===== src/rtl/core/jse_pkg.sv =====
package jse_pkg;

	// most bytes one code unit can produce (a \uXXXX escape)
	localparam int MAX_BYTES = 6;
	localparam int CNT_W = $clog2(MAX_BYTES + 1);

	// default depth of the queue between front and back
	localparam int QUEUE_DEPTH = 4;

	// characters used by the escapes
	localparam logic [7:0] CH_BSLASH = 8'h5C;
	localparam logic [7:0] CH_QUOTE  = 8'h22;
	localparam logic [7:0] CH_U      = 8'h75;

	typedef struct packed {
		logic [15:0] code_unit;
		logic        end_of_string;
	} unit_t;

	typedef struct packed {
		logic [7:0] out_byte;
		logic       last_byte;
	} text_t;

	// one classified code unit: its escaped bytes, first byte in element 0
	typedef struct packed {
		logic [MAX_BYTES-1:0][7:0] bytes;
		logic [CNT_W-1:0]          count;
	} entry_t;

endpackage


===== src/rtl/core/jse_front.sv =====
module jse_front (
	input  logic           clk,
	input  logic           arst_n,
	input  logic           cfg_we,
	input  logic           cfg_wdata,
	input  logic           unit_valid,
	output logic           unit_ready,
	input  jse_pkg::unit_t unit_data,
	input  logic           q_full,
	output logic           push,
	output jse_pkg::entry_t push_data
);

	logic        utf16_q;
	logic        pending_q;
	logic [9:0]  held_q;

	logic        accept;
	logic [15:0] v;
	logic [7:0]  esc_c;
	logic        esc_short;
	logic        esc_long;
	logic        is_high;
	logic [20:0] cp;
	logic [15:0] u;

	function automatic logic [7:0] hex_digit(input logic [3:0] d);
		logic [7:0] r;
		if (d < 4'd10) begin
			r = 8'h30 + {4'h0, d};
		end else begin
			r = 8'h37 + {4'h0, d};
		end
		return r;
	endfunction

	assign unit_ready = !q_full;
	assign accept     = unit_valid && unit_ready;
	assign u          = unit_data.code_unit;

	always_comb begin
		v = utf16_q ? u : {8'h00, u[7:0]};
		esc_short = 1'b1;
		unique case (v)
			16'h0008: esc_c = 8'h62;
			16'h000C: esc_c = 8'h66;
			16'h000A: esc_c = 8'h6E;
			16'h000D: esc_c = 8'h72;
			16'h0009: esc_c = 8'h74;
			16'h0022: esc_c = jse_pkg::CH_QUOTE;
			16'h005C: esc_c = jse_pkg::CH_BSLASH;
			default: begin
				esc_c = 8'h00;
				esc_short = 1'b0;
			end
		endcase
		esc_long = !esc_short && (v < 16'd32);
		is_high  = utf16_q && (u >= 16'hD800) && (u <= 16'hDBFF);
		cp       = 21'h10000 + {1'b0, held_q, u[9:0]};
	end

	always_comb begin
		push_data = '0;
		priority if (utf16_q && pending_q) begin
			// joined surrogate pair, always four bytes
			push_data.bytes[0] = {5'b11110, cp[20:18]};
			push_data.bytes[1] = {2'b10, cp[17:12]};
			push_data.bytes[2] = {2'b10, cp[11:6]};
			push_data.bytes[3] = {2'b10, cp[5:0]};
			push_data.count    = jse_pkg::CNT_W'(4);
		end else if (esc_short) begin
			push_data.bytes[0] = jse_pkg::CH_BSLASH;
			push_data.bytes[1] = esc_c;
			push_data.count    = jse_pkg::CNT_W'(2);
		end else if (esc_long) begin
			push_data.bytes[0] = jse_pkg::CH_BSLASH;
			push_data.bytes[1] = jse_pkg::CH_U;
			push_data.bytes[2] = hex_digit(v[15:12]);
			push_data.bytes[3] = hex_digit(v[11:8]);
			push_data.bytes[4] = hex_digit(v[7:4]);
			push_data.bytes[5] = hex_digit(v[3:0]);
			push_data.count    = jse_pkg::CNT_W'(6);
		end else if (!utf16_q) begin
			push_data.bytes[0] = v[7:0];
			push_data.count    = jse_pkg::CNT_W'(1);
		end else if (is_high) begin
			// held or dropped, nothing to send
			push_data.count = '0;
		end else if (u < 16'h0080) begin
			push_data.bytes[0] = u[7:0];
			push_data.count    = jse_pkg::CNT_W'(1);
		end else if (u < 16'h0800) begin
			push_data.bytes[0] = {3'b110, u[10:6]};
			push_data.bytes[1] = {2'b10, u[5:0]};
			push_data.count    = jse_pkg::CNT_W'(2);
		end else begin
			push_data.bytes[0] = {4'b1110, u[15:12]};
			push_data.bytes[1] = {2'b10, u[11:6]};
			push_data.bytes[2] = {2'b10, u[5:0]};
			push_data.count    = jse_pkg::CNT_W'(3);
		end
	end

	assign push = accept && (push_data.count != '0);

	always_ff @(posedge clk or negedge arst_n) begin
		if (!arst_n) begin
			utf16_q   <= 1'b1;
			pending_q <= 1'b0;
			held_q    <= '0;
		end else begin
			if (cfg_we) begin
				utf16_q <= cfg_wdata;
			end
			if (accept) begin
				if (!utf16_q || pending_q) begin
					pending_q <= 1'b0;
				end else if (is_high && !unit_data.end_of_string) begin
					held_q    <= u[9:0];
					pending_q <= 1'b1;
				end
				if (unit_data.end_of_string) begin
					pending_q <= 1'b0;
				end
			end
		end
	end

endmodule


===== src/rtl/core/jse_queue.sv =====
module jse_queue #(
	parameter int DEPTH = jse_pkg::QUEUE_DEPTH
) (
	input  logic            clk,
	input  logic            arst_n,
	input  logic            push,
	input  jse_pkg::entry_t push_data,
	output logic            full,
	input  logic            pop,
	output jse_pkg::entry_t pop_data,
	output logic            empty
);

	localparam int PTR_W = (DEPTH > 1) ? $clog2(DEPTH) : 1;
	localparam int CNT_W = $clog2(DEPTH + 1);

	jse_pkg::entry_t  slots_q [DEPTH];
	logic [PTR_W-1:0] wr_q;
	logic [PTR_W-1:0] rd_q;
	logic [CNT_W-1:0] count_q;

	assign full     = (count_q == CNT_W'(DEPTH));
	assign empty    = (count_q == '0);
	assign pop_data = slots_q[rd_q];

	always_ff @(posedge clk) begin
		if (push) begin
			slots_q[wr_q] <= push_data;
		end
	end

	always_ff @(posedge clk or negedge arst_n) begin
		if (!arst_n) begin
			wr_q    <= '0;
			rd_q    <= '0;
			count_q <= '0;
		end else begin
			if (push) begin
				wr_q <= (wr_q == PTR_W'(DEPTH - 1)) ? '0 : wr_q + PTR_W'(1);
			end
			if (pop) begin
				rd_q <= (rd_q == PTR_W'(DEPTH - 1)) ? '0 : rd_q + PTR_W'(1);
			end
			if (push && !pop) begin
				count_q <= count_q + CNT_W'(1);
			end else if (pop && !push) begin
				count_q <= count_q - CNT_W'(1);
			end
		end
	end

	a_no_push_full: assert property (@(posedge clk) disable iff (!arst_n) full |-> !push)
		else $error("push into full queue");

	a_no_pop_empty: assert property (@(posedge clk) disable iff (!arst_n) empty |-> !pop)
		else $error("pop from empty queue");

endmodule


===== src/rtl/core/jse_back.sv =====
module jse_back (
	input  logic            clk,
	input  logic            arst_n,
	input  logic            q_empty,
	input  jse_pkg::entry_t q_data,
	output logic            pop,
	output logic            text_valid,
	input  logic            text_ready,
	output jse_pkg::text_t  text_data
);

	localparam int CW = jse_pkg::CNT_W;

	jse_pkg::entry_t cur_q;
	logic [CW-1:0]   idx_q;
	logic            active_q;
	logic            text_valid_q;
	jse_pkg::text_t  text_q;

	logic            load;
	logic            have;
	logic [7:0]      nxt_byte;
	logic            nxt_last;

	assign load = !text_valid_q || text_ready;
	assign have = active_q || !q_empty;

	always_comb begin
		pop = 1'b0;
		if (active_q) begin
			nxt_byte = cur_q.bytes[idx_q];
			nxt_last = (idx_q == cur_q.count - CW'(1));
		end else begin
			// first byte goes straight out of the queue head
			nxt_byte = q_data.bytes[0];
			nxt_last = (q_data.count == CW'(1));
			pop      = load && !q_empty;
		end
	end

	always_ff @(posedge clk) begin
		if (load && have) begin
			text_q.out_byte  <= nxt_byte;
			text_q.last_byte <= nxt_last;
		end
		if (pop && !nxt_last) begin
			cur_q <= q_data;
		end
	end

	always_ff @(posedge clk or negedge arst_n) begin
		if (!arst_n) begin
			text_valid_q <= 1'b0;
			active_q     <= 1'b0;
			idx_q        <= '0;
		end else begin
			if (load) begin
				text_valid_q <= have;
			end
			if (load && active_q) begin
				if (nxt_last) begin
					active_q <= 1'b0;
				end else begin
					idx_q <= idx_q + CW'(1);
				end
			end
			if (pop && !nxt_last) begin
				active_q <= 1'b1;
				idx_q    <= CW'(1);
			end
		end
	end

	assign text_valid = text_valid_q;
	assign text_data  = text_q;

	a_idx_range: assert property (@(posedge clk) disable iff (!arst_n)
		active_q |-> (idx_q != '0) && (idx_q < cur_q.count))
		else $error("byte index outside current entry");

	a_entry_count: assert property (@(posedge clk) disable iff (!arst_n)
		pop |-> (q_data.count != '0) && (q_data.count <= CW'(jse_pkg::MAX_BYTES)))
		else $error("queue entry with bad byte count");

endmodule


===== src/rtl/core/json_string_escaper_utf8.sv =====
// json string escaper with utf-16 to utf-8 conversion
// unit channel (unit_valid/unit_ready/unit_data): one code unit of the string
//   per transaction, end_of_string set on the last unit
// text channel (text_valid/text_ready/text_data): one byte of escaped json
//   text per transaction, last_byte set on the final byte of each unit
// cfg_we/cfg_wdata: input_is_utf16 (1 = utf-16 units, 0 = raw bytes)
// the first byte of a unit reaches text_valid through the queue and then
//   the output register
// throughput: one output byte per cycle, set by the single output register,
//   while text_ready is high and entries are waiting; a unit yields 1 to 6
//   bytes, a held or dropped high surrogate yields nothing
// reset: utf-16 mode, no surrogate held, queue and output empty
// receiver stall: the output register holds its byte, the classifier keeps
//   accepting units into the queue until it is full, then unit_ready drops
module json_string_escaper_utf8 #(
	parameter int QUEUE_DEPTH = jse_pkg::QUEUE_DEPTH
) (
	input  logic           clk,
	input  logic           arst_n,
	input  logic           cfg_we,
	input  logic           cfg_wdata,
	input  logic           unit_valid,
	output logic           unit_ready,
	input  jse_pkg::unit_t unit_data,
	output logic           text_valid,
	input  logic           text_ready,
	output jse_pkg::text_t text_data
);

	// classified entries between front and back
	logic            push;
	logic            pop;
	logic            q_full;
	logic            q_empty;
	jse_pkg::entry_t push_data;
	jse_pkg::entry_t pop_data;

	// front: config register, surrogate state, byte formation
	jse_front u_front (
		.clk       (clk),
		.arst_n    (arst_n),
		.cfg_we    (cfg_we),
		.cfg_wdata (cfg_wdata),
		.unit_valid(unit_valid),
		.unit_ready(unit_ready),
		.unit_data (unit_data),
		.q_full    (q_full),
		.push      (push),
		.push_data (push_data)
	);

	// short queue so that front and back stall independently
	jse_queue #(
		.DEPTH(QUEUE_DEPTH)
	) u_queue (
		.clk      (clk),
		.arst_n   (arst_n),
		.push     (push),
		.push_data(push_data),
		.full     (q_full),
		.pop      (pop),
		.pop_data (pop_data),
		.empty    (q_empty)
	);

	// back: serializes each entry one byte per cycle, while text_ready allows, into the output register
	jse_back u_back (
		.clk       (clk),
		.arst_n    (arst_n),
		.q_empty   (q_empty),
		.q_data    (pop_data),
		.pop       (pop),
		.text_valid(text_valid),
		.text_ready(text_ready),
		.text_data (text_data)
	);

endmodule

===== config.mk =====
export PLATFORM = sky130hd
export DESIGN_NAME = json_string_escaper_utf8
export DESIGN_NICKNAME = d
export VERILOG_FILES = /design/src/rtl/core/jse_pkg.sv /design/src/rtl/core/jse_front.sv /design/src/rtl/core/jse_queue.sv /design/src/rtl/core/jse_back.sv /design/src/rtl/core/json_string_escaper_utf8.sv
export SDC_FILE = /design/constraint.sdc
export NUM_CORES = 1
export LEC_CHECK = 0
export ABC_AREA = 1
export BUFFER_PORTS_ARGS = -buffer_cell sky130_fd_sc_hd__buf_2
export CAP_MARGIN = 15
export CORE_AREA = 2 2 145 147
export CTS_CLUSTER_DIAMETER = 50
export DETAILED_ROUTE_END_ITERATION = 10
export DIE_AREA = 0 0 147 149
export GPL_ROUTABILITY_DRIVEN = 0
export PLACE_DENSITY = 0.77
export SYNTH_ARGS = -nofsm -noshare
export SYNTH_HDL_FRONTEND = slang
export SYNTH_SLANG_ARGS = --single-unit

===== constraint.sdc =====
create_clock -name clk -period 5.2 [get_ports clk]
set_input_delay 0.52 -clock clk [delete_from_list [all_inputs] [get_ports clk]]
set_output_delay 0.52 -clock clk [all_outputs]
set_load 0.02 [all_outputs]

==> results of run 1 <==
final cells by class:
cell class / count / area [sq um] / share of cell area [%]
timing repair buffer: 44 / 248 / 1.84
clock buffer: 34 / 744 / 5.54
tap: 275 / 344 / 2.56
multi-input combinational: 683 / 3400 / 25.3
clock inverter: 19 / 234 / 1.74
sequential: 278 / 8230 / 61.2
inverter: 64 / 240 / 1.79
worst register-to-register path, cell delays in order, from the launching register on:
cell and delay [ps]:
dfstp_2 670, nand2_1 150, ha_1 240, nand3_2 160, nor2_4 90, o21ai_2 100
nand4_2 230, nand3_1 150, nand2_2 170, nor2_4 570, buf_4 510
path summary, 6_finish.rpt:
| kind | start | to | slack [ps] | depth (start not counted) |
|---|---|---|---|---|
| worst max-delay path | u_front.utf16_q | u_queue.slots_q[1][20] | 1800 | 10 |
| worst min-delay path | arst_n | u_front.held_q[3] | 2 | 1 |
| worst max register to register | u_front.utf16_q | u_queue.slots_q[1][20] | 1800 | 10 |
| worst min register to register | u_front.held_q[2] | u_front.held_q[2] | 490 | 2 |
| max in group asynchronous | arst_n | u_queue.rd_q[0] | 4690 | 1 |
| min in group clk | cfg_we | u_front.utf16_q | 170 | 2 |
state kept, by name, summed over array words and instances, names as in the netlist:
register           flops
u_front.pending_q      1
u_back.text_data       9
u_queue.slots_q      196
u_back.text_valid      1
u_back.active_q        1
u_front.utf16_q        1
u_queue.rd_q           2
u_back.idx_q           3
u_back.cur_q          49
u_queue.wr_q           2
u_front.held_q        10
u_queue.count_q        3
kinds of logic after synthesis:
group / count (synthesis) / synth area share (%)
mux: 1 / 0.0943
buf+inv: 111 / 3.54
simple gates: 384 / 13.5
compound gates: 246 / 11.2
xor+xnor: 9 / 0.660
other cells: 1 / 0.0314
fa+ha+maj: 19 / 2.05
flops: 278 / 68.9
cells in the mapped netlist (2+ instances only):
library cell / number
a21oi_1: 22
nand3_1: 38
nor3_4: 2
nor2_2: 2
inv_1: 55
edfxtp_1: 254
nand2_2: 3
dfrtp_1: 23
nand2_1: 151
nor3_1: 11
inv_2: 8
ha_1: 18
nor2_1: 165
o22ai_1: 58
nand3_2: 4
o21ai_0: 139
nand4_1: 3
buf_2: 5
o21ai_1: 16
a211oi_1: 2
xnor2_1: 4
xor2_1: 5
nor2_4: 2
a31oi_1: 2
buf_1: 3
o31ai_1: 2
clkbuf_1: 39
power by group:
part           internal, mW  switching (mW)
clock network          1.27           0.814
logic                 0.536            1.43
registers              3.03           0.166
total                  4.84            2.41
through the flow:
stage,hold slack (ps),total power [mW]
2_1_floorplan,224,4.52
3_3_place_gp,469,5.10
3_5_place_dp,482,5.17
4_1_cts,9.86,7.27
5_1_grt,54.2,7.63
6_report,1.90,7.25
per-layer routing:
metal | up-vias | routed length (microns) | track usage (%) | part of all wire, %
met3 | 73 | 2490 | 4.13 | 9.2
met4 | 0 | 984 | 8.75 | 3.6
met5 | - | 0 | 0 | 0
li1 | 3799 | - | - | -
met2 | 440 | 12600 | 40.6 | 47
met1 | 3922 | 11000 | 35.4 | 41
==> impl_metrics.yaml, run 1 <==
outcome:
  status: "finished, final reports clean"
global_route:
  grt_max_degree: 75
  antenna_found_initial: 0
  globalRoute.totalOverflow: 0
  grt_pass1_wl_microns: 42600
  grt_pass1_vias: 7730
  grt_use_total_pct: 25.2
final_layout:
  nets: 1142
  area_growth_pct: 12.6
  drive_gt1_share_pct: 10.6
  final_cell_mix: "edfxtp_1 (254), nor2_1 (161), nand2_1 (151)"
  finalNonFillerCells: 1397
  final_common_cell: "edfxtp_1"
  stdcell_area_sq_um: 13400
  num_antenna_cells: 0
  fin_util_pct: 65.4
  fillers: 1518
place:
  postPlaceCellArea_sq_um: 12500
  port_buffers: 33
  dp.cells: 1344
  pre_cts_slack_ps: 1670
  dp_hpwl_microns: 17500
synth:
  yosys-top-cells-area: "edfxtp_1 (64%), o21ai_0 (5.8%), nor2_1 (5.2%)"
  syn_avg_cell_area_sq_um: 11.4
  ys_ff_latch: 278
  synth-edff-count: 254
  syn_area_sq_um: 11900
  async_flop_share_pct: 8.63
  yosys_warnings: 0
  synth_cells: 1049
  synth_flop_cell: "edfxtp_1"
  seq_area_frac_synth_pct: 68.9
  synth_largest_area_cell: "edfxtp_1"
  synth_top_area_share_pct: 63.9
  ys_types: 40
critical_path:
  crit_family: "simple AND/OR/NAND/NOR gates"
  crit_buf_inv: 1
  cp.required_ps: 5380
  worst-path-max-fanout: 29
  start_kind: "flip-flop"
  critPathKind: "reg2reg"
  cp.arrival_ps: 3580
  critical-path-max-stage-delay_ps: 670
  critPathMostFrequentCell: "nor2_4"
  slowest_stage: "dfstp_2"
  path_cells: "nand2_1, ha_1, nand3_2, nor2_4, o21ai_2, nand4_2, nand3_1, nand2_2, nor2_4, buf_4"
  setup.worst_path.end_class: "flip-flop"
pwr:
  p_leak_nw: 5.09
  ir_worst_vdd_v: 0.000255
  p_per_area_nw_per_um2: 540
clock_network:
  tritoncts: "built"
  ctsResizeCount: 0
  cts.clk_slew.worst_paths_ps: 60
  post_cts_buffers: 0
  cts_max_level: 1
  cts_buffers: 29
  cts_buffer_depth: 3
  clock_latency_ps: 550
  hold_buffers: 0
  cts_sinks: 278
  root_buffer: "clkbuf_16"
sta:
  setup_ws_ps: 1800
  period_share_pct: 65.3
  slew_violations: 0
  tightest_slew_ps: 993
  fin_setup_tns_ps: 0
  period_needed_ps: 3400
  fmax_ghz: 0.294
  setup_violations: 0
  relSlewSlack_pct: 33.8
  hold_viol: 0
  finClkSkew_ps: 19.1
  rsz0062_at_grt: "no"
route:
  firstDrtPassIters: 6
  wl_per_cell_microns: 19.4
  drc: 0
  ant_nets: 0
  vias_per_cell: 5.89
  drt_iter0_markers: 977
  drt_wl_total_microns: 27000
  vias: 8234
floorplanning:
  ios: 34
  die_w_microns: 147
  fp.coreArea_sq_um: 20600
  die_y_microns: 149
  die_area_sq_um: 21900
  rows: 53
  initial_core_util_pct: 58.1
job:
  cap_violations: 0
worst_hold_path:
  hold_path.class: "in2async"
Power figures use the tool's default switching activity.
==> inputs of run 2 (changes only) <==
Settings changed: CORE_AREA 2 2 145 147 to 2 2 149 151, DIE_AREA 0 0 147 149 to 0 0 151 153, PLACE_DENSITY 0.77 to 0.76.
Clock period 5.2 ns to 2.8 ns, I/O delays scaled along.
==> impl_metrics.yaml, run 2 (synthesis gave the netlist of run 1 again) <==
floorplanning:
  rows: 54
  ios: 34
  fp.coreArea_sq_um: 21500
  initial_core_util_pct: 55.5
  die_y_microns: 153
  die_w_microns: 151
  die_area_sq_um: 23100
final_layout:
  regMostFlops: "u_queue.slots_q"
  nets: 1166
  fillers: 1614
  final_common_cell: "edfxtp_1"
  regArea_sq_um: 8230
  final_cell_mix: "edfxtp_1 (254), nor2_1 (161), nand2_1 (147)"
  largest_register_ffs: 196
  drive_gt1_share_pct: 12.9
  stdcell_area_sq_um: 13700
  multi_input_area_sq_um: 3470
  top_regs: "u_queue.slots_q: 196 flops, u_back.cur_q: 49 flops, u_front.held_q: 10 flops"
  num_antenna_cells: 0
  area_growth_pct: 14.5
critical_path:
  critPathKind: "reg2reg"
  cp.arrival_ps: 3060
  cp.required_ps: 3220
  worst-path-max-fanout: 5
  start_kind: "flip-flop"
  setup.worst_path.end_class: "flip-flop"
pwr:
  ir_worst_vdd_v: 0.000628
  p_per_area_nw_per_um2: 959
  p_leak_nw: 5.19
  p_total_mw: 13.1
route:
  firstDrtPassIters: 6
  wl_per_cell_microns: 18.5
  ant_nets: 0
  drt_wl_total_microns: 26300
  drt_iter0_markers: 919
  drc: 0
  vias_per_cell: 5.78
  vias: 8231
clock_network:
  cts_buffer_depth: 3
  tritoncts: "built"
  cts_buffers: 29
  clock_latency_ps: 530
  cts_max_level: 1
  cts.clk_slew.worst_paths_ps: 60
  cts_sinks: 278
  root_buffer: "clkbuf_16"
sta:
  hold_viol: 0
  rsz0062_at_grt: "no"
  finClkSkew_ps: 11.9
  slew_violations: 0
  relSlewSlack_pct: 35.9
  tightest_slew_ps: 962
  fmax_ghz: 0.378
  setup_violations: 0
  period_share_pct: 94.6
  period_needed_ps: 2650
global_route:
  grt_use_total_pct: 23.2
  grt_pass1_wl_microns: 41100
  grt_pass1_vias: 7794
  antenna_found_initial: 0
  grt_max_degree: 95
  globalRoute.totalOverflow: 0
place:
  port_buffers: 33
  postPlaceCellArea_sq_um: 12700
  dp_hpwl_microns: 16100
outcome:
  status: "finished, final reports clean"
worst_hold_path:
  hold_path.class: "in2reg"
job:
  cap_violations: 0
[run 2: metrics by stage]
| stage | setup TNS [ps] | hold slack (ps) | worst slack (ps) | cells | util, % |
|---|---|---|---|---|---|
| floorplan | -1330 | -15.6 | -23.7 | 1072 | - |
| global placement | 0 | 320 | 40.3 | 1368 | 59.3 |
| detailed placement | 0 | 321 | 31.2 | 1368 | 59.3 |
| CTS | 0 | 32.4 | 25.7 | 1421 | 63.5 |
| global route | 0 | 59.1 | 3.92 | 1423 | 63.6 |
| finish | 0 | 40.9 | 151 | 1423 | 63.6 |
[run 2: critical path, stage by stage, from the launching register on]
cell     delay [ps]
dfstp_2         550
buf_12          130
nand2_2          70
ha_4            160
nand3_4          90
buf_4           140
nor3_4           50
nand4_2          80
nand3_2         100
nand2_4          90
inv_2            50
ha_1            180
inv_1           110
fa_2            450
mux2_2          270
[run 2: path summary, 6_finish.rpt]
path | slack, ps | endpoint | start | cells after the start
max | 150 | u_queue.count_q[1] | u_front.utf16_q | 14
min | 40 | u_back.text_valid | text_ready | 4
max reg2reg | 150 | u_queue.count_q[1] | u_front.utf16_q | 14
min reg2reg | 490 | u_front.held_q[3] | u_front.held_q[3] | 2
max in group asynchronous | 2060 | u_queue.rd_q[0] | arst_n | 2
min in group asynchronous | 290 | u_queue.wr_q[1] | arst_n | 2
[run 2: repair_timing]
| item | 4_1_cts | 5_1_grt |
|---|---|---|
| setup buffers | 0 | 2 |
| gates resized for setup | 0 | 3 |
| hold buffers | 3 | 0 |
| endpoints found under the hold margin | 24 | 0 |
| setup endpoints to repair | 0 | 2 |
[run 2: final cells by class]
type / count / area share, %
Multi-Input combinational cell: 683 / 25.4
Tap cell: 280 / 2.56
Inverter: 64 / 1.76
Clock buffer: 36 / 5.50
Timing Repair Buffer: 68 / 3.72
Clock inverter: 14 / 0.806
Sequential cell: 278 / 60.2
[run 2: routing by layer]
metal | part of all wire (%) | wire (microns) | GRT usage, %
met1 | 42 | 11000 | 34.1
met2 | 47 | 12200 | 35.9
met3 | 9.3 | 2450 | 4.09
met4 | 2.2 | 592 | 6.50
met5 | 0 | 0 | 0
[run 2: report_power, final]
part	switching [mW]	internal (mW)
logic	2.61	1.10
clock network	1.48	1.99
registers	0.290	5.63
